===== src/design/pscr_pkg.sv =====
// ----------------------------------------------------------------------------
// pscr_pkg: shared types and constants
// Word formats, cell state records and the saturation helper for the
// pairwise soft collision repulsion pipeline.
// ----------------------------------------------------------------------------
package pscr_pkg;

    // Field widths of the words.
    localparam int POS_W = 24;
    localparam int LEN_W = 16;
    localparam int ACC_W = 32;

    // Square root chain: one result bit per cell.
    localparam int SQRT_STEPS = 32;
    localparam int RAD_W      = 64;
    localparam int SQ_REM_W   = 35;
    localparam int ROOT_W     = 32;

    // Divider chains: one quotient bit per cell.
    localparam int DIV_Q_W   = 41;
    localparam int DIV_D_W   = 32;
    localparam int DIV_N_W   = DIV_Q_W + DIV_D_W;
    localparam int DIV_LANES = 5;

    // Divider lane assignment.
    localparam int LANE_UX   = 0;
    localparam int LANE_UY   = 1;
    localparam int LANE_NEAR = 2;
    localparam int LANE_W1   = 3;
    localparam int LANE_W2   = 4;

    // Input word: one pair of bodies.
    typedef struct packed {
        logic signed [POS_W-1:0] first_pos_x;
        logic signed [POS_W-1:0] first_pos_y;
        logic signed [POS_W-1:0] second_pos_x;
        logic signed [POS_W-1:0] second_pos_y;
        logic [LEN_W-1:0]        first_radius;
        logic [LEN_W-1:0]        second_radius;
        logic [LEN_W-1:0]        first_mass;
        logic [LEN_W-1:0]        second_mass;
        logic signed [ACC_W-1:0] first_acc_in_x;
        logic signed [ACC_W-1:0] first_acc_in_y;
        logic signed [ACC_W-1:0] second_acc_in_x;
        logic signed [ACC_W-1:0] second_acc_in_y;
    } in_word_t;

    // Output word: updated accelerations and the clip flag.
    typedef struct packed {
        logic signed [ACC_W-1:0] first_acc_out_x;
        logic signed [ACC_W-1:0] first_acc_out_y;
        logic signed [ACC_W-1:0] second_acc_out_x;
        logic signed [ACC_W-1:0] second_acc_out_y;
        logic                    saturated;
    } out_word_t;

    // State handed from one square root cell to the next.
    typedef struct packed {
        logic [RAD_W-1:0]    rad;
        logic [SQ_REM_W-1:0] rem;
        logic [ROOT_W-1:0]   root;
    } sqrt_state_t;

    // State handed from one divider cell to the next.
    typedef struct packed {
        logic [DIV_D_W-1:0] rem;
        logic [DIV_Q_W-1:0] num;
        logic [DIV_Q_W-1:0] quo;
        logic [DIV_D_W-1:0] den;
    } div_state_t;

    // The four incoming accelerations.
    typedef struct packed {
        logic signed [ACC_W-1:0] a1x;
        logic signed [ACC_W-1:0] a1y;
        logic signed [ACC_W-1:0] a2x;
        logic signed [ACC_W-1:0] a2y;
    } acc_set_t;

    // Side data that rides along the square root chain.
    typedef struct packed {
        logic [POS_W-1:0] adx;
        logic [POS_W-1:0] ady;
        logic             neg_x;
        logic             neg_y;
        logic [LEN_W:0]   rsum;
        logic [LEN_W:0]   msum;
        logic [LEN_W-1:0] m1;
        logic [LEN_W-1:0] m2;
        acc_set_t         acc;
    } side_a_t;

    // Side data that rides along the divider chains.
    typedef struct packed {
        logic     neg_x;
        logic     neg_y;
        logic     d_zero;
        logic     s_zero;
        logic     m_zero;
        acc_set_t acc;
    } side_b_t;

    // Side data for the multiply stages.
    typedef struct packed {
        logic     tneg_x;
        logic     tneg_y;
        acc_set_t acc;
    } side_c_t;

    // Clip a wide sum to the accumulation range; the top bit flags a clip.
    function automatic logic [ACC_W:0] sat_acc(input logic signed [45:0] v);
        logic [ACC_W:0] r;
        r = {1'b0, v[ACC_W-1:0]};
        if (v > 46'sd2147483647)
        begin
            r = {1'b1, 1'b0, {(ACC_W-1){1'b1}}};
        end
        else if (v < -46'sd2147483648)
        begin
            r = {1'b1, 1'b1, {(ACC_W-1){1'b0}}};
        end
        return r;
    endfunction

endpackage


===== src/design/pscr_sqrt_cell.sv =====
// ----------------------------------------------------------------------------
// pscr_sqrt_cell: one step of the digit-by-digit square root
// Brings down two radicand bits, tries the next root bit and hands the
// updated state to the next cell.
// ----------------------------------------------------------------------------
module pscr_sqrt_cell (
    input  logic                  clk,
    input  logic                  en,
    input  pscr_pkg::sqrt_state_t cur,
    output pscr_pkg::sqrt_state_t nxt
);

    pscr_pkg::sqrt_state_t nxt_reg;
    logic [pscr_pkg::SQ_REM_W-1:0] tr;
    logic [pscr_pkg::SQ_REM_W-1:0] trial;
    logic                          ge;

    // Partial remainder with two new bits against (root << 2) | 1.
    always_comb
    begin
        tr    = {cur.rem[pscr_pkg::SQ_REM_W-3:0], cur.rad[pscr_pkg::RAD_W-1 -: 2]};
        trial = {1'b0, cur.root, 2'b01};
        ge    = (tr >= trial);
    end

    always_ff @(posedge clk)
    begin
        if (en)
        begin
            nxt_reg.rad  <= {cur.rad[pscr_pkg::RAD_W-3:0], 2'b00};
            nxt_reg.rem  <= ge ? (tr - trial) : tr;
            nxt_reg.root <= {cur.root[pscr_pkg::ROOT_W-2:0], ge};
        end
    end

    assign nxt = nxt_reg;

endmodule


===== config.mk =====
export PLATFORM = sky130hd
export DESIGN_NAME = pscr_sqrt_cell
export DESIGN_NICKNAME = d
export VERILOG_FILES = /design/src/design/pscr_pkg.sv /design/src/design/pscr_sqrt_cell.sv
export SDC_FILE = /design/constraint.sdc
export NUM_CORES = 1
export LEC_CHECK = 0
export CAP_MARGIN = 40
export CORE_ASPECT_RATIO = 1.25
export CORE_MARGIN = 4
export CORE_UTILIZATION = 45
export CTS_CLUSTER_SIZE = 16
export DETAILED_ROUTE_END_ITERATION = 10
export DONT_BUFFER_PORTS = 1
export PLACE_DENSITY = 0.58
export SYNTH_ARGS = -nofsm -noshare
export SYNTH_HDL_FRONTEND = slang
export SYNTH_SLANG_ARGS = --single-unit

===== constraint.sdc =====
create_clock -name clk -period 8.21 [get_ports clk]
set_clock_uncertainty 0.1 [all_clocks]
set_input_delay 1.642 -clock clk [delete_from_list [all_inputs] [get_ports clk]]
set_output_delay 1.642 -clock clk [all_outputs]
set_load 0.05 [all_outputs]

* Word level (Yosys, flattened, before mapping)
Cells that the tools add are included. Widths: inputs -> output; s select.
Operators by class: add/sub/neg operators 1, order comparisons 1, mux-type cells 1
Operator list (count):
- $ge 35x34->1 | 1
- $mux 35 | 1
- $sub 35x34->35 | 1
Storage, ports and cells: register bits after elaboration 129, bits of input ports 133, output and inout port bits 131, logic and storage cells 6

* Longest topological paths before layout
word-level depth 2, gate-level depth with buffers 13, mapped depth without buffers 10

* Worst setup path before layout
OpenSTA, ideal clock, no wires.
path type input to register, from input cur[5] in the netlist's numbering, to register nxt_reg, in the netlist nxt[60] (data pin), setup time 0.260 ns, arrival time 3.697 ns, setup slack 4.153 ns, stages 10, path buffers 0, cell sequence inv_1 > ha_1 > a211oi_1 > o21bai_1 > nor4_2 > o21ai_2 > a211oi_1 > o221ai_1 > xnor2_1 > mux2_2
Between the ends: longest elaborated chain between the ends 2, elaborated cells between the ends (all ways) 3, those cells by class add/sub (1); order compare (1); mux (1)
RTL lines:
- from (decl) | RTL line pscr_sqrt_cell.sv:9 | input pscr_pkg::sqrt_state_t cur,
- $sub 35x34->35 or $ge 35x34->1 (tied branches) | RTL line pscr_sqrt_cell.sv:31, pscr_sqrt_cell.sv:23
- $mux 35 (*) | RTL line pscr_sqrt_cell.sv:31 | nxt_reg.rem <= ge ? (tr - trial) : tr;
- to (decl) | RTL line pscr_sqrt_cell.sv:13 | pscr_pkg::sqrt_state_t nxt_reg;
Mark *: on every way between the ends. The rest lies on a longest branch, timed or not. A chain may end at the register's enable or synchronous reset.

* Final worst setup path
from input cur[22] in the netlist's numbering, to register nxt_reg, in the netlist nxt[48] (data pin)
Between the ends: longest elaborated chain between the ends 2
RTL lines:
- $ge 35x34->1 | RTL line pscr_sqrt_cell.sv:23 | ge = (tr >= trial);
- $mux 35 | RTL line pscr_sqrt_cell.sv:31
No other way between the ends.

==> impl_metrics.tcl <==
set metrics [dict create \
    status "finished, final reports clean" \
    critical_path_class "input pin to flop" \
    start_util_pct 45.8 \
    muxShareOfSynthArea_pct 2.49 \
    yosys.area.top_type "edfxtp_1" \
    met2_usage_pct 32.7 \
    synth_seq_area_share_pct 61.2 \
    nets 674 \
    sw_frac_of_total_pct 34.9 \
    io_pins 264 \
    synth_common_cells "129 x edfxtp_1, 46 x a21oi_1, 46 x inv_1, 45 x nor2_1, 34 x ha_1" \
    async_flop_share_pct 0 \
    postSynthCellCount 499 \
    clkTransAtPathRegs_ps 70 \
    setup_viol 0 \
    firstDrtPassIters 4 \
    end_kind "flop" \
    maxSlewViolCount 0 \
    synth.distinct_cells 60 \
    tritoncts "done" \
    cts_setup_buffers 0 \
    synth_top_area_share_pct 61.2 \
    finalHoldViolations 0 \
    post-route-period-util_pct 56.1 \
    combPwrFrac_pct 10.5 \
    min_from "cur[16]" \
    drc_errors 0 \
    drt_wl_total_um 15200 \
    die_x_um 114 \
    clock-root-buffer "clkbuf_16" \
    worstPathArrival_ps 4670 \
    diodes 0 \
    required_ps 8270 \
    dp_hpwl_um 11600 \
    grt_overflow 0 \
    p_seq_share_pct 53.6 \
    min_path_cells 0 \
    io_buffers 0 \
    worstSetupStartpointType "input pin" \
    power_leakage_uw 0.00267 \
    maxCapViolations 0 \
    htreeDepth 4 \
    dieArea_um2 16000 \
    synth_edf_count 129 \
    largest_reg_flops 129 \
    ant_nets 0 \
    cts_buffers 17 \
    cts_buffer_depth 2 \
    synthSimpleGateAreaFrac_pct 8.29 \
    crit_fanout 34 \
    period_minus_slack_ps 4610 \
    synth_seq_cells 129 \
    fmax_ghz 0.217 \
    antenna_found_initial 0 \
    vias 3834 \
    grtUsageMet1_pct 19.1 \
    grt_setup_unrepaired "no" \
    hold_end "nxt[17]$_DFFE_PP_" \
    internal_power_uw 1310 \
    grt_max_degree 130 \
    viasPerCell 5.52 \
    core_area_um2 13800 \
    grt_pass1_vias 3941 \
    synth_top_family_by_area "compound AO/OA/AOI/OAI gates" \
    relSlewSlack_pct 54.2 \
    p_per_area_nw_per_um2 285 \
    yosysMostFrequentCell "edfxtp_1" \
    synth_area_leaders "edfxtp_1 61%, ha_1 6.7%, a21oi_1 3.6%" \
    clockPowerShare_pct 35.9 \
    cts_hold_buf 0 \
    synth_compound_area_share_pct 12.8 \
    num_rows 48 \
    final.setup.tns_ps 0 \
    grt_pass1_wl_um 22400 \
    fp.dieH_um 141 \
    hold_path_class "input pin to flop" \
    yosys.area_share.adder_pct 6.72 \
    fin_util_pct 51.0 \
    grt_busiest_layer "met2" \
    p_switching_uw 699 \
    ir_drop_mv 0.134 \
    grt.total_usage_pct 18.4 \
    synth_ff_type "edfxtp_1" \
    gp_congestion 0.859 \
    synth-xor-area-share_pct 4.29 \
    synth_warnings 0 \
    worst_slew_pin_slew_ps 684 \
    clkSinkCount 129 \
    area_growth_pct 11.3 \
    synth_area_um2 6330 \
    synth.avg_cell_area_um2 12.7 \
    drive_gt1_share_pct 10.4 \
    cts_resized 0 \
    drtIter0Drc 212 \
    wl_per_cell_um 21.8 \
    grt_use_met3_pct 8.51 \
]
## power groups by stage
stage          logic [uW]  registers, uW  clock network (uW)
6_report              211           1070                 720
5_1_grt               239           1080                 773
4_1_cts               213           1080                 738
3_5_place_dp          210           1090                   0
3_3_place_gp          209           1090                   0
2_1_floorplan         175           1070                   0
## layout by cell type (no fill, tap or decap), drive strengths merged, types with 2 or more instances in the layout
master and instances:
a31oi 3, a21oi 50, and3 5, o21bai 3
a21boi 2, mux2 11, or2 2, ha 34
a311oi 3, edfxtp 129, and4 2, nand2 20
clkbuf 17, o31ai 2, a211oi 4, o211ai 6
a21o 8, conb 2, o21a 3, o21ai 22
inv 55, xnor2 21, o31a 3, nor2 45
nor4 4, or3 4, nand4 9, nor3 10
mux2i 3, xor2 10, clkinv 5, nand3 2
nor2b 4
## kinds of logic after synthesis
| kind of cell | after synthesis |
|---|---|
| xor+xnor | 31 |
| compound gates | 121 |
| mux | 14 |
| other cells | 1 |
| fa+ha+maj | 34 |
| flops | 129 |
| buf+inv | 59 |
| simple gates | 110 |
## worst max path at each step
| stage | start | endpoint | slack (ps) | depth (start not counted) |
|---|---|---|---|---|
| floorplan | cur[5] | nxt[60]$_DFFE_PP_ | 4150 | 10 |
| detailed placement | cur[22] | nxt[46]$_DFFE_PP_ | 3130 | 10 |
| finish | cur[22] | nxt[48]$_DFFE_PP_ | 3600 | 10 |
| global placement | cur[22] | nxt[46]$_DFFE_PP_ | 3110 | 10 |
| CTS | cur[22] | nxt[48]$_DFFE_PP_ | 3560 | 10 |
| global route | cur[22] | nxt[66]$_DFFE_PP_ | 3320 | 11 |
## cell type report
cell class                 count  area (um^2)
clock inverter                15          143
multi-input combinational    312         2200
inverter                      46          173
sequential                   129         3870
fill                        1210         6770
tap                          175          219
clock buffer                  17          425
timing repair buffer           1         7.51
## metal layers
metal  part of all wire [%]  wire (um)
met5                      0          0
met3                     10       1580
met2                     53       7980
met4                    1.2        177
met1                     36       5420
## critical path, stage by stage
cell and delay [ps]:
inv_1 20, ha_1 430, nand4_1 180, nand2b_1 180, or3_1 320, a211oi_2 310, o31ai_2 140, o21ai_4 560
buf_4 460, mux2_2 380
## per-stage QoR
stage | instances | total power, uW | hold WS (ps) | cell area, um^2 | setup slack, ps
2_1_floorplan | 500 | 1250 | 1640 | 6330 | 4150
3_3_place_gp | 663 | 1300 | 1640 | 6470 | 3110
3_5_place_dp | 663 | 1300 | 1640 | 6470 | 3130
4_1_cts | 695 | 2030 | 1200 | 7040 | 3560
5_1_grt | 695 | 2090 | 1190 | 7040 | 3320
6_report | 695 | 2000 | 1220 | 7040 | 3600
(Power assumes the default switching activity.)
