### src/design/pscr_pkg.sv
// ----------------------------------------------------------------------------
// pscr_pkg: shared types and constants
// Word formats, cell state records and the saturation helper for the
// pairwise soft collision repulsion pipeline.
// ----------------------------------------------------------------------------
package pscr_pkg;

    // Field widths of the words.
    localparam int POS_W = 24;
    localparam int LEN_W = 16;
    localparam int ACC_W = 32;

    // Square root chain: one result bit per cell.
    localparam int SQRT_STEPS = 32;
    localparam int RAD_W      = 64;
    localparam int SQ_REM_W   = 35;
    localparam int ROOT_W     = 32;

    // Divider chains: one quotient bit per cell.
    localparam int DIV_Q_W   = 41;
    localparam int DIV_D_W   = 32;
    localparam int DIV_N_W   = DIV_Q_W + DIV_D_W;
    localparam int DIV_LANES = 5;

    // Divider lane assignment.
    localparam int LANE_UX   = 0;
    localparam int LANE_UY   = 1;
    localparam int LANE_NEAR = 2;
    localparam int LANE_W1   = 3;
    localparam int LANE_W2   = 4;

    // Input word: one pair of bodies.
    typedef struct packed {
        logic signed [POS_W-1:0] first_pos_x;
        logic signed [POS_W-1:0] first_pos_y;
        logic signed [POS_W-1:0] second_pos_x;
        logic signed [POS_W-1:0] second_pos_y;
        logic [LEN_W-1:0]        first_radius;
        logic [LEN_W-1:0]        second_radius;
        logic [LEN_W-1:0]        first_mass;
        logic [LEN_W-1:0]        second_mass;
        logic signed [ACC_W-1:0] first_acc_in_x;
        logic signed [ACC_W-1:0] first_acc_in_y;
        logic signed [ACC_W-1:0] second_acc_in_x;
        logic signed [ACC_W-1:0] second_acc_in_y;
    } in_word_t;

    // Output word: updated accelerations and the clip flag.
    typedef struct packed {
        logic signed [ACC_W-1:0] first_acc_out_x;
        logic signed [ACC_W-1:0] first_acc_out_y;
        logic signed [ACC_W-1:0] second_acc_out_x;
        logic signed [ACC_W-1:0] second_acc_out_y;
        logic                    saturated;
    } out_word_t;

    // State handed from one square root cell to the next.
    typedef struct packed {
        logic [RAD_W-1:0]    rad;
        logic [SQ_REM_W-1:0] rem;
        logic [ROOT_W-1:0]   root;
    } sqrt_state_t;

    // State handed from one divider cell to the next.
    typedef struct packed {
        logic [DIV_D_W-1:0] rem;
        logic [DIV_Q_W-1:0] num;
        logic [DIV_Q_W-1:0] quo;
        logic [DIV_D_W-1:0] den;
    } div_state_t;

    // The four incoming accelerations.
    typedef struct packed {
        logic signed [ACC_W-1:0] a1x;
        logic signed [ACC_W-1:0] a1y;
        logic signed [ACC_W-1:0] a2x;
        logic signed [ACC_W-1:0] a2y;
    } acc_set_t;

    // Side data that rides along the square root chain.
    typedef struct packed {
        logic [POS_W-1:0] adx;
        logic [POS_W-1:0] ady;
        logic             neg_x;
        logic             neg_y;
        logic [LEN_W:0]   rsum;
        logic [LEN_W:0]   msum;
        logic [LEN_W-1:0] m1;
        logic [LEN_W-1:0] m2;
        acc_set_t         acc;
    } side_a_t;

    // Side data that rides along the divider chains.
    typedef struct packed {
        logic     neg_x;
        logic     neg_y;
        logic     d_zero;
        logic     s_zero;
        logic     m_zero;
        acc_set_t acc;
    } side_b_t;

    // Side data for the multiply stages.
    typedef struct packed {
        logic     tneg_x;
        logic     tneg_y;
        acc_set_t acc;
    } side_c_t;

    // Clip a wide sum to the accumulation range; the top bit flags a clip.
    function automatic logic [ACC_W:0] sat_acc(input logic signed [45:0] v);
        logic [ACC_W:0] r;
        r = {1'b0, v[ACC_W-1:0]};
        if (v > 46'sd2147483647)
        begin
            r = {1'b1, 1'b0, {(ACC_W-1){1'b1}}};
        end
        else if (v < -46'sd2147483648)
        begin
            r = {1'b1, 1'b1, {(ACC_W-1){1'b0}}};
        end
        return r;
    endfunction

endpackage

### src/design/pscr_div_cell.sv
// ----------------------------------------------------------------------------
// pscr_div_cell: one step of restoring division
// Shifts in the next numerator bit, subtracts the divisor when it fits and
// hands one more quotient bit to the next cell.
// ----------------------------------------------------------------------------
module pscr_div_cell (
    input  logic                 clk,
    input  logic                 en,
    input  pscr_pkg::div_state_t cur,
    output pscr_pkg::div_state_t nxt
);

    pscr_pkg::div_state_t nxt_reg;
    logic [pscr_pkg::DIV_D_W:0] tr;
    logic [pscr_pkg::DIV_D_W:0] diff;
    logic                       ge;

    // Trial subtraction of the divisor from the shifted remainder.
    always_comb
    begin
        tr   = {cur.rem, cur.num[pscr_pkg::DIV_Q_W-1]};
        diff = tr - {1'b0, cur.den};
        ge   = (tr >= {1'b0, cur.den});
    end

    always_ff @(posedge clk)
    begin
        if (en)
        begin
            nxt_reg.rem <= ge ? diff[pscr_pkg::DIV_D_W-1:0] : tr[pscr_pkg::DIV_D_W-1:0];
            nxt_reg.num <= {cur.num[pscr_pkg::DIV_Q_W-2:0], 1'b0};
            nxt_reg.quo <= {cur.quo[pscr_pkg::DIV_Q_W-2:0], ge};
            nxt_reg.den <= cur.den;
        end
    end

    assign nxt = nxt_reg;

endmodule

### config.mk
export PLATFORM = sky130hd
export DESIGN_NAME = pscr_div_cell
export DESIGN_NICKNAME = d
export VERILOG_FILES = /design/src/design/pscr_pkg.sv /design/src/design/pscr_div_cell.sv
export SDC_FILE = /design/constraint.sdc
export NUM_CORES = 1
export LEC_CHECK = 0
export BUFFER_PORTS_ARGS = -buffer_cell sky130_fd_sc_hd__buf_2
export CORE_MARGIN = 10
export CORE_UTILIZATION = 48
export CTS_CLUSTER_SIZE = 30
export DETAILED_ROUTE_END_ITERATION = 12
export PLACE_DENSITY = 0.93
export SLEW_MARGIN = 40
export SYNTH_ARGS = -nofsm -noshare
export SYNTH_HDL_FRONTEND = slang
export SYNTH_SLANG_ARGS = --single-unit
### constraint.sdc
create_clock -name clk -period 3.65 [get_ports clk]
set_input_delay 0.365 -clock clk [delete_from_list [all_inputs] [get_ports clk]]
set_output_delay 0.365 -clock clk [all_outputs]
set_load 0.005 [all_outputs]
# Word-level counts from Yosys, hierarchy flattened
# Cells that the tools add are included.
[totals]
inputBits = 148
register_bits = 145
elab_cells = 7
[op_classes]
muxes = 1
magnitude_cmp = 1
n_addsub = 1
[op_table]
columns = ["cell", "count"]
rows = [
  ["33-bit by 32-bit >= comparator with 1-bit output", 1],
  ["32-bit 2-to-1 mux", 1],
  ["32-bit subtractor", 1],
]

# Longest topological paths before layout
# Gate-level depths: netlist of run 1.
[logic_depth]
depth_word = 2
depth_mapped = 13
mapped_depth_nobuf = 11

# Worst setup path after synthesis of run 1
# OpenSTA, ideal clock, no wires.
[synth_path]
path_type = "input-to-reg"
from = "input cur[23] in the netlist's numbering"
to = "register nxt_reg, in the netlist nxt[118], data pin"
cell_stages = 11
t_required_ps = 3390
t_arrival_ps = 2473
path_buffers = 2
setup_ps = 260
path_slack_ps = 917
cell_sequence = "inv_1 > ha_1 > buf_6 > and3_1 > o21a_1 > a311oi_2 > o21ai_1 > or3b_1 > o21a_1 > buf_6 > mux2_4"
[synth_between]
elab_chain_cells = 2
[synth_rtl]
columns = ["element", "line", "source"]
rows = [
  ["from (decl)", "pscr_div_cell.sv:9", "input pscr_pkg::div_state_t cur,"],
  ["33-bit by 32-bit >= comparator with 1-bit output", "pscr_div_cell.sv:23", "ge = (tr >= {1'b0, cur.den});"],
  ["32-bit 2-to-1 mux", "pscr_div_cell.sv:30", "nxt_reg.rem <= ge ? diff[pscr_pkg::DIV_D_W-1:0] : tr[pscr_pkg::DIV_D_W-1:0];"],
  ["to (decl)", "pscr_div_cell.sv:13", "pscr_pkg::div_state_t nxt_reg;"],
]
# Every way passes these cells.
# A chain may end at the register's enable or synchronous reset.

# Worst setup path after layout of run 1
[layout_path]
from = "input cur[12] in the netlist's numbering"
to = "register nxt_reg, in the netlist nxt[124], data pin"
# The elaborated chain is that of the path after synthesis.

==> results of run 1 <==
-- metal layers --
| layer | vias up | share of wire (%) |
|---|---|---|
| met2 | 272 | 54 |
| met4 | 2 | 1.8 |
| li1 | 2474 | - |
| met5 | - | 0.078 |
| met1 | 2541 | 36 |
| met3 | 27 | 8.4 |
-- Yosys cell counts, types with 5 or more instances --
cell type / count
ha_1: 32
o21bai_1: 5
a21o_1: 8
nand3_1: 8
o21ai_0: 17
xor2_1: 10
nand4_1: 8
nand2b_1: 7
xnor2_1: 16
buf_2: 5
o31ai_1: 7
nor2_1: 37
clkbuf_1: 6
a21oi_1: 54
inv_1: 46
o21a_1: 6
mux2_4: 8
edfxtp_1: 145
buf_6: 5
nand2_1: 24
-- worst paths after layout --
kind	end	slack, ps	cells after the start	start
hold / removal	nxt[60]	120	1	cur[59]
setup / recovery	nxt[124]	730	13	cur[12]
-- report_power, final --
part           internal, mW  total [mW]  switching [mW]
clock                  1.08        1.77           0.688
combinational         0.364       0.815           0.451
sequential             2.03        2.08          0.0454
total                  3.48        4.66            1.18
-- worst max-delay path, stage by stage --
cell	delay, ps
buf_2	100
inv_1	50
ha_1	390
a21oi_1	330
nand2_1	110
a2111oi_0	370
nor2_1	220
a21o_1	230
o21a_2	350
buf_4	230
buf_4	170
nor2_1	110
a21oi_1	50
-- through the flow --
step / cells / total power, mW
after floorplan: 506 / 2.51
after global placement: 965 / 2.87
after detailed placement: 965 / 2.92
after CTS: 997 / 4.70
after global routing: 997 / 4.85
final: 998 / 4.66
-- area by class of cell --
type                            count  area (sq um)  share of cell area (%)
Tap cell                          180           225                    2.52
Multi-Input combinational cell    297          2050                    22.9
Clock buffer                       17           425                    4.76
Antenna cell                        1          2.50                  0.0280
Timing Repair Buffer              297          1530                    17.1
Inverter                           46           173                    1.93
Sequential cell                   145          4350                    48.7
Clock inverter                     15           183                    2.04
-- cell families after synthesis --
group                    after synthesis  share of synthesized area [%]
flip-flops                           145                           65.1
AO/OA/AOI/OAI                        120                           10.9
AND/OR/NAND/NOR                      107                           7.81
buffers and inverters                 64                           4.36
adder cells (fa/ha/maj)               33                           6.28
XOR/XNOR                              26                           3.40
multiplexers                          10                           2.09
other                                  1                         0.0560
==> impl_metrics.xml, run 1 <==
<?xml version="1.0" encoding="UTF-8"?>
<metrics>
  <group name="sta">
    <metric name="setup_total_negative_slack" unit="ps">0</metric>
    <metric name="finalCritPeriodShare" unit="%">80.1</metric>
    <metric name="total_count_of_hold_check_failures_in_the_final_report" unit="">0</metric>
    <metric name="unrepaired_setup_endpoints_after_global_routing" unit="">no</metric>
    <metric name="worst_case_setup_margin_in_the_final_layout" unit="ps">726</metric>
    <metric name="finalSetupViolations" unit="">0</metric>
    <metric name="finalWorstPathRequiredPeriod" unit="ps">2920</metric>
    <metric name="timing.final.max_slew_violations" unit="">0</metric>
    <metric name="fmax" unit="GHz">0.342</metric>
    <metric name="tightest_slew" unit="ps">657</metric>
    <metric name="slew_headroom" unit="%">56.2</metric>
    <metric name="final.hold.worst_slack" unit="ps">122</metric>
  </group>
  <group name="layout">
    <metric name="layout_commonest_cell" unit="">buf_2</metric>
    <metric name="fraction_of_final_layout_cells_with_drive_strength_greater_than_1" unit="%">41.7</metric>
    <metric name="stdcell_area" unit="sq um">8940</metric>
    <metric name="final_util" unit="%">64.9</metric>
    <metric name="fillCellCount" unit="">1009</metric>
    <metric name="synth_to_final_area_change" unit="%">33.6</metric>
    <metric name="commonest_non_fill_non_tap_cells_in_the_layout" unit="">290 x buf_2, 145 x edfxtp_1, 54 x a21oi_1, 46 x inv_1, 37 x nor2_1</metric>
    <metric name="fin_nets" unit="">985</metric>
    <metric name="number_of_flip_flops_in_the_largest_register" unit="">145</metric>
  </group>
  <group name="global_routing">
    <metric name="grt_pass1_wl" unit="um">32700</metric>
    <metric name="grt_util_met2" unit="%">40.4</metric>
    <metric name="grt_max_degree" unit="">77</metric>
    <metric name="grt_use_met1" unit="%">24.1</metric>
    <metric name="gr-max-usage-layer" unit="">met2</metric>
    <metric name="grt.met3_usage" unit="%">7.57</metric>
    <metric name="gr-usage-all-layers" unit="%">22.2</metric>
    <metric name="grt_antenna_before_repair" unit="">1</metric>
    <metric name="grt_remaining_overflow" unit="">0</metric>
    <metric name="grt_pass1_vias" unit="">5403</metric>
  </group>
  <group name="placement">
    <metric name="place_ws" unit="ps">382</metric>
    <metric name="sum_of_net_half_perimeters_after_detailed_placement" unit="um">17300</metric>
    <metric name="place.gp.congestion" unit="">0.851</metric>
    <metric name="dpl-instance-area" unit="sq um">8330</metric>
    <metric name="io_buffer_count" unit="">291</metric>
  </group>
  <group name="hold_path">
    <metric name="timing.hold.worst.class" unit="">in -&gt; reg</metric>
  </group>
  <group name="yosys">
    <metric name="ys.warnings.count" unit="">0</metric>
    <metric name="yosys_most_used_dff" unit="">edfxtp_1</metric>
    <metric name="synth.yosys.seq_area_share" unit="%">65.1</metric>
    <metric name="mappedNetlistArea" unit="sq um">6690</metric>
    <metric name="synth_top_area_share" unit="%">65.1</metric>
    <metric name="synth.net_count" unit="">687</metric>
    <metric name="postSynthRegisterBits" unit="">145</metric>
    <metric name="synthesis.instances" unit="">506</metric>
    <metric name="synth_edf_count" unit="">145</metric>
    <metric name="synth_async_sr_flop_share" unit="%">0</metric>
    <metric name="synthesis.area_per_instance" unit="sq um">13.2</metric>
    <metric name="synth_area_leaders" unit="">edfxtp_1 65%, ha_1 6.0%, a21oi_1 4.0%</metric>
    <metric name="post_synth_num_cell_types" unit="">50</metric>
    <metric name="yosysTopAreaCell" unit="">edfxtp_1</metric>
  </group>
  <group name="power">
    <metric name="power_density" unit="nW/um^2">521</metric>
    <metric name="leakagePower" unit="nW">4.02</metric>
    <metric name="vdd_ir_drop_max" unit="V">0.000279</metric>
  </group>
  <group name="setup_path">
    <metric name="critical_path_required" unit="ps">3820</metric>
    <metric name="worstPathMaxFanout" unit="">16</metric>
    <metric name="cp-start-kind" unit="">input port</metric>
    <metric name="worst_setup_path_end_kind" unit="">flop</metric>
    <metric name="timing_worst_setup_path_type" unit="">in -&gt; reg</metric>
    <metric name="cp_data_arrival_time" unit="ps">3090</metric>
  </group>
  <group name="floorplan">
    <metric name="ioPinCount" unit="">294</metric>
    <metric name="die_footprint" unit="sq um">19100</metric>
    <metric name="die_y" unit="um">138</metric>
    <metric name="chipWidth" unit="um">138</metric>
    <metric name="floorplan.initialDensity" unit="%">48.6</metric>
    <metric name="num_rows" unit="">43</metric>
    <metric name="design.core.area" unit="sq um">13800</metric>
  </group>
  <group name="routing">
    <metric name="total_number_of_vias" unit="">5316</metric>
    <metric name="wl_per_cell" unit="um">21.9</metric>
    <metric name="detail_route.iter0.violations" unit="">485</metric>
    <metric name="firstDrtPassIters" unit="">5</metric>
    <metric name="drt_drc_violations_left" unit="">0</metric>
    <metric name="postRouteWirelength" unit="um">21900</metric>
    <metric name="viasPerCell" unit="">5.33</metric>
    <metric name="drt.antenna.violating_nets" unit="">0</metric>
  </group>
  <group name="clocking">
    <metric name="cts_setup_buffers" unit="">0</metric>
    <metric name="cts_buffers" unit="">17</metric>
    <metric name="ctsResizeCount" unit="">0</metric>
    <metric name="ctsHoldBuffers" unit="">0</metric>
    <metric name="clockRootBuffer" unit="">clkbuf_16</metric>
    <metric name="cts_tree" unit="">done</metric>
    <metric name="cts_num_sinks" unit="">145</metric>
    <metric name="maximum_clock_path_buffer_count" unit="">2</metric>
    <metric name="worst_setup_hold_path_clk_slew" unit="ps">60</metric>
    <metric name="htree_levels" unit="">4</metric>
  </group>
  <group name="job">
    <metric name="drv_cap" unit="">0</metric>
  </group>
  <group name="status">
    <metric name="outcome" unit="">finished, final reports clean</metric>
  </group>
</metrics>
Power figures use the tool's default switching activity.
==> inputs of run 2 (changes only) <==
==> constraint.sdc (replaced) <==
create_clock -name clk -period 2.9 [get_ports clk]
set_input_delay 0.29 -clock clk [delete_from_list [all_inputs] [get_ports clk]]
set_output_delay 0.29 -clock clk [all_outputs]
set_load 0.005 [all_outputs]
==> run 2 against run 1 <==
- routed wire length increased by 1.9%
- flip-flop and latch count unchanged
- critical path depth decreased by 1
- non-clock buffer count increased by 37
- sequential share of layout area decreased by 1.5 points
- design area increased by 3.1%
- worst setup slack got worse by 480 ps
- global-route usage increased by 0.59 points
- core utilization increased by 2.0 points
- count of clock-buffer cells in the layout unchanged
- sequential power increased by 25%
- critical path type unchanged
- largest cell class unchanged
==> impl_metrics.xml, run 2 (synthesis results as in run 1) <==
<?xml version="1.0" encoding="UTF-8"?>
<metrics>
  <group name="hold_path">
    <metric name="timing.hold.worst.class" unit="">in -&gt; reg</metric>
    <metric name="hold_end" unit="">nxt[106]</metric>
    <metric name="worstHoldStart" unit="">cur[105]</metric>
    <metric name="hold_path_depth" unit="">1</metric>
  </group>
  <group name="clocking">
    <metric name="cts_num_sinks" unit="">145</metric>
    <metric name="maximum_clock_path_buffer_count" unit="">2</metric>
    <metric name="worst_setup_hold_path_clk_slew" unit="ps">70</metric>
    <metric name="ctsHoldBuffers" unit="">0</metric>
    <metric name="cts_tree" unit="">done</metric>
    <metric name="cts_buffers" unit="">17</metric>
    <metric name="cts_setup_buffers" unit="">0</metric>
    <metric name="ctsResizeCount" unit="">0</metric>
    <metric name="clockRootBuffer" unit="">clkbuf_16</metric>
    <metric name="htree_levels" unit="">4</metric>
  </group>
  <group name="floorplan">
    <metric name="floorplan.initialDensity" unit="%">48.6</metric>
    <metric name="die_y" unit="um">138</metric>
    <metric name="num_rows" unit="">43</metric>
    <metric name="design.core.area" unit="sq um">13800</metric>
    <metric name="die_footprint" unit="sq um">19100</metric>
    <metric name="chipWidth" unit="um">138</metric>
    <metric name="ioPinCount" unit="">294</metric>
  </group>
  <group name="job">
    <metric name="drv_cap" unit="">0</metric>
  </group>
  <group name="routing">
    <metric name="viasPerCell" unit="">5.24</metric>
    <metric name="firstDrtPassIters" unit="">5</metric>
    <metric name="drt.antenna.violating_nets" unit="">0</metric>
    <metric name="wl_per_cell" unit="um">21.5</metric>
    <metric name="detail_route.iter0.violations" unit="">423</metric>
    <metric name="postRouteWirelength" unit="um">22300</metric>
    <metric name="drt_drc_violations_left" unit="">0</metric>
    <metric name="total_number_of_vias" unit="">5429</metric>
  </group>
  <group name="sta">
    <metric name="timing.final.max_slew_violations" unit="">0</metric>
    <metric name="total_count_of_hold_check_failures_in_the_final_report" unit="">0</metric>
    <metric name="tightest_slew" unit="ps">549</metric>
    <metric name="finalCritPeriodShare" unit="%">91.4</metric>
    <metric name="finalWorstPathRequiredPeriod" unit="ps">2650</metric>
    <metric name="finalSetupViolations" unit="">0</metric>
    <metric name="fmax" unit="GHz">0.377</metric>
    <metric name="worst_case_setup_margin_in_the_final_layout" unit="ps">249</metric>
    <metric name="slew_headroom" unit="%">62.4</metric>
    <metric name="unrepaired_setup_endpoints_after_global_routing" unit="">no</metric>
  </group>
  <group name="setup_path">
    <metric name="timing_worst_setup_path_type" unit="">in -&gt; reg</metric>
    <metric name="critical_path_required" unit="ps">3070</metric>
    <metric name="cp_top_family" unit="">compound AO/OA/AOI/OAI gates</metric>
    <metric name="cp_slowest_stage_delay" unit="ps">400</metric>
    <metric name="cp_data_arrival_time" unit="ps">2820</metric>
    <metric name="worst_setup_path_end_kind" unit="">flop</metric>
    <metric name="critical_path_buf_inv_count" unit="">2</metric>
    <metric name="cp-start-kind" unit="">input port</metric>
    <metric name="critical_path_top_delay_cell" unit="">fa_1</metric>
    <metric name="cell_by_cell_trace_of_the_critical_path" unit="">buf_2 -&gt; ha_1 -&gt; fa_1 -&gt; nor2b_1 -&gt; o2111ai_1 -&gt; a21oi_1 -&gt; o31ai_1 -&gt; buf_4 -&gt; a21oi_2 -&gt; a211oi_1 -&gt; xnor2_1 -&gt; mux2_4</metric>
    <metric name="worstPathMaxFanout" unit="">6</metric>
  </group>
  <group name="layout">
    <metric name="fin_nets" unit="">1022</metric>
    <metric name="layout_commonest_cell" unit="">buf_2</metric>
    <metric name="final_util" unit="%">66.9</metric>
    <metric name="commonest_non_fill_non_tap_cells_in_the_layout" unit="">290 x buf_2, 145 x edfxtp_1, 54 x a21oi_1, 46 x inv_1, 41 x buf_4</metric>
    <metric name="synth_to_final_area_change" unit="%">37.7</metric>
    <metric name="number_of_flip_flops_in_the_largest_register" unit="">145</metric>
    <metric name="fraction_of_final_layout_cells_with_drive_strength_greater_than_1" unit="%">44.6</metric>
  </group>
  <group name="placement">
    <metric name="place_ws" unit="ps">-162</metric>
    <metric name="io_buffer_count" unit="">291</metric>
    <metric name="sum_of_net_half_perimeters_after_detailed_placement" unit="um">18000</metric>
    <metric name="place.gp.congestion" unit="">0.882</metric>
  </group>
  <group name="global_routing">
    <metric name="grt_remaining_overflow" unit="">0</metric>
    <metric name="grt_pass1_vias" unit="">5506</metric>
    <metric name="grt_pass1_wl" unit="um">33400</metric>
    <metric name="grt_max_degree" unit="">59</metric>
    <metric name="grt_antenna_before_repair" unit="">0</metric>
    <metric name="gr-usage-all-layers" unit="%">22.8</metric>
  </group>
  <group name="power">
    <metric name="power_density" unit="nW/um^2">642</metric>
    <metric name="leakagePower" unit="nW">4.19</metric>
    <metric name="vdd_ir_drop_max" unit="V">0.000344</metric>
  </group>
  <group name="status">
    <metric name="outcome" unit="">finished, final reports clean</metric>
  </group>
</metrics>
## run 2: cell count changes in the layout (fill, tap and decap cells not counted), moves of 2 or more
cell	previous run	this run
buf_4	4	41
clkinv_1	3	0
clkinv_4	6	4
clkinvlp_4	0	2
inv_6	2	4
## run 2: layer usage
metal	global-route usage (%)	routed length, um	vias to the layer above	part of all wire, %
met2	41.9	12200	271	55
met4	6.38	286	0	1.3
met1	24.4	7990	2591	36
li1	-	-	2551	-
met5	0	0	-	0
met3	7.33	1840	16	8.3
## run 2: final cells by class
type | count | area, sq um
Fill cell | 987 | 4550
Sequential cell | 145 | 4350
Timing Repair Buffer | 334 | 1810
Tap cell | 180 | 225
Antenna cell | 2 | 5.00
Clock buffer | 17 | 425
Inverter | 46 | 173
Clock inverter | 15 | 178
Multi-Input combinational cell | 297 | 2050
## run 2: metrics by stage
| step | power [mW] | hold slack [ps] | cell area [sq um] | std cells | TNS (ps) |
|---|---|---|---|---|---|
| floorplan | 3.16 | 389 | 6690 | 506 | 0 |
| global placement | 3.68 | 467 | 8610 | 1002 | -102 |
| detailed placement | 3.75 | 468 | 8610 | 1002 | -445 |
| CTS | 5.95 | 23.0 | 9210 | 1034 | 0 |
| global route | 6.15 | 17.3 | 9210 | 1034 | 0 |
| finish | 5.92 | 38.5 | 9220 | 1036 | 0 |
## run 2: worst max path at each step
| stage | end | startpoint | depth (start not counted) |
|---|---|---|---|
| after global placement | nxt[144] | cur[0] | 12 |
| final | nxt[144] | cur[0] | 12 |
| after global routing | nxt[144] | cur[113] | 13 |
| after CTS | nxt[144] | cur[0] | 12 |
| after detailed placement | nxt[144] | cur[0] | 12 |
| after floorplan | nxt[118] | cur[23] | 11 |
## run 2: power by group
group / internal [mW] / total [mW] / switching, mW
combinational: 0.512 / 1.10 / 0.585
clock: 1.29 / 2.21 / 0.919
sequential: 2.56 / 2.61 / 0.0545
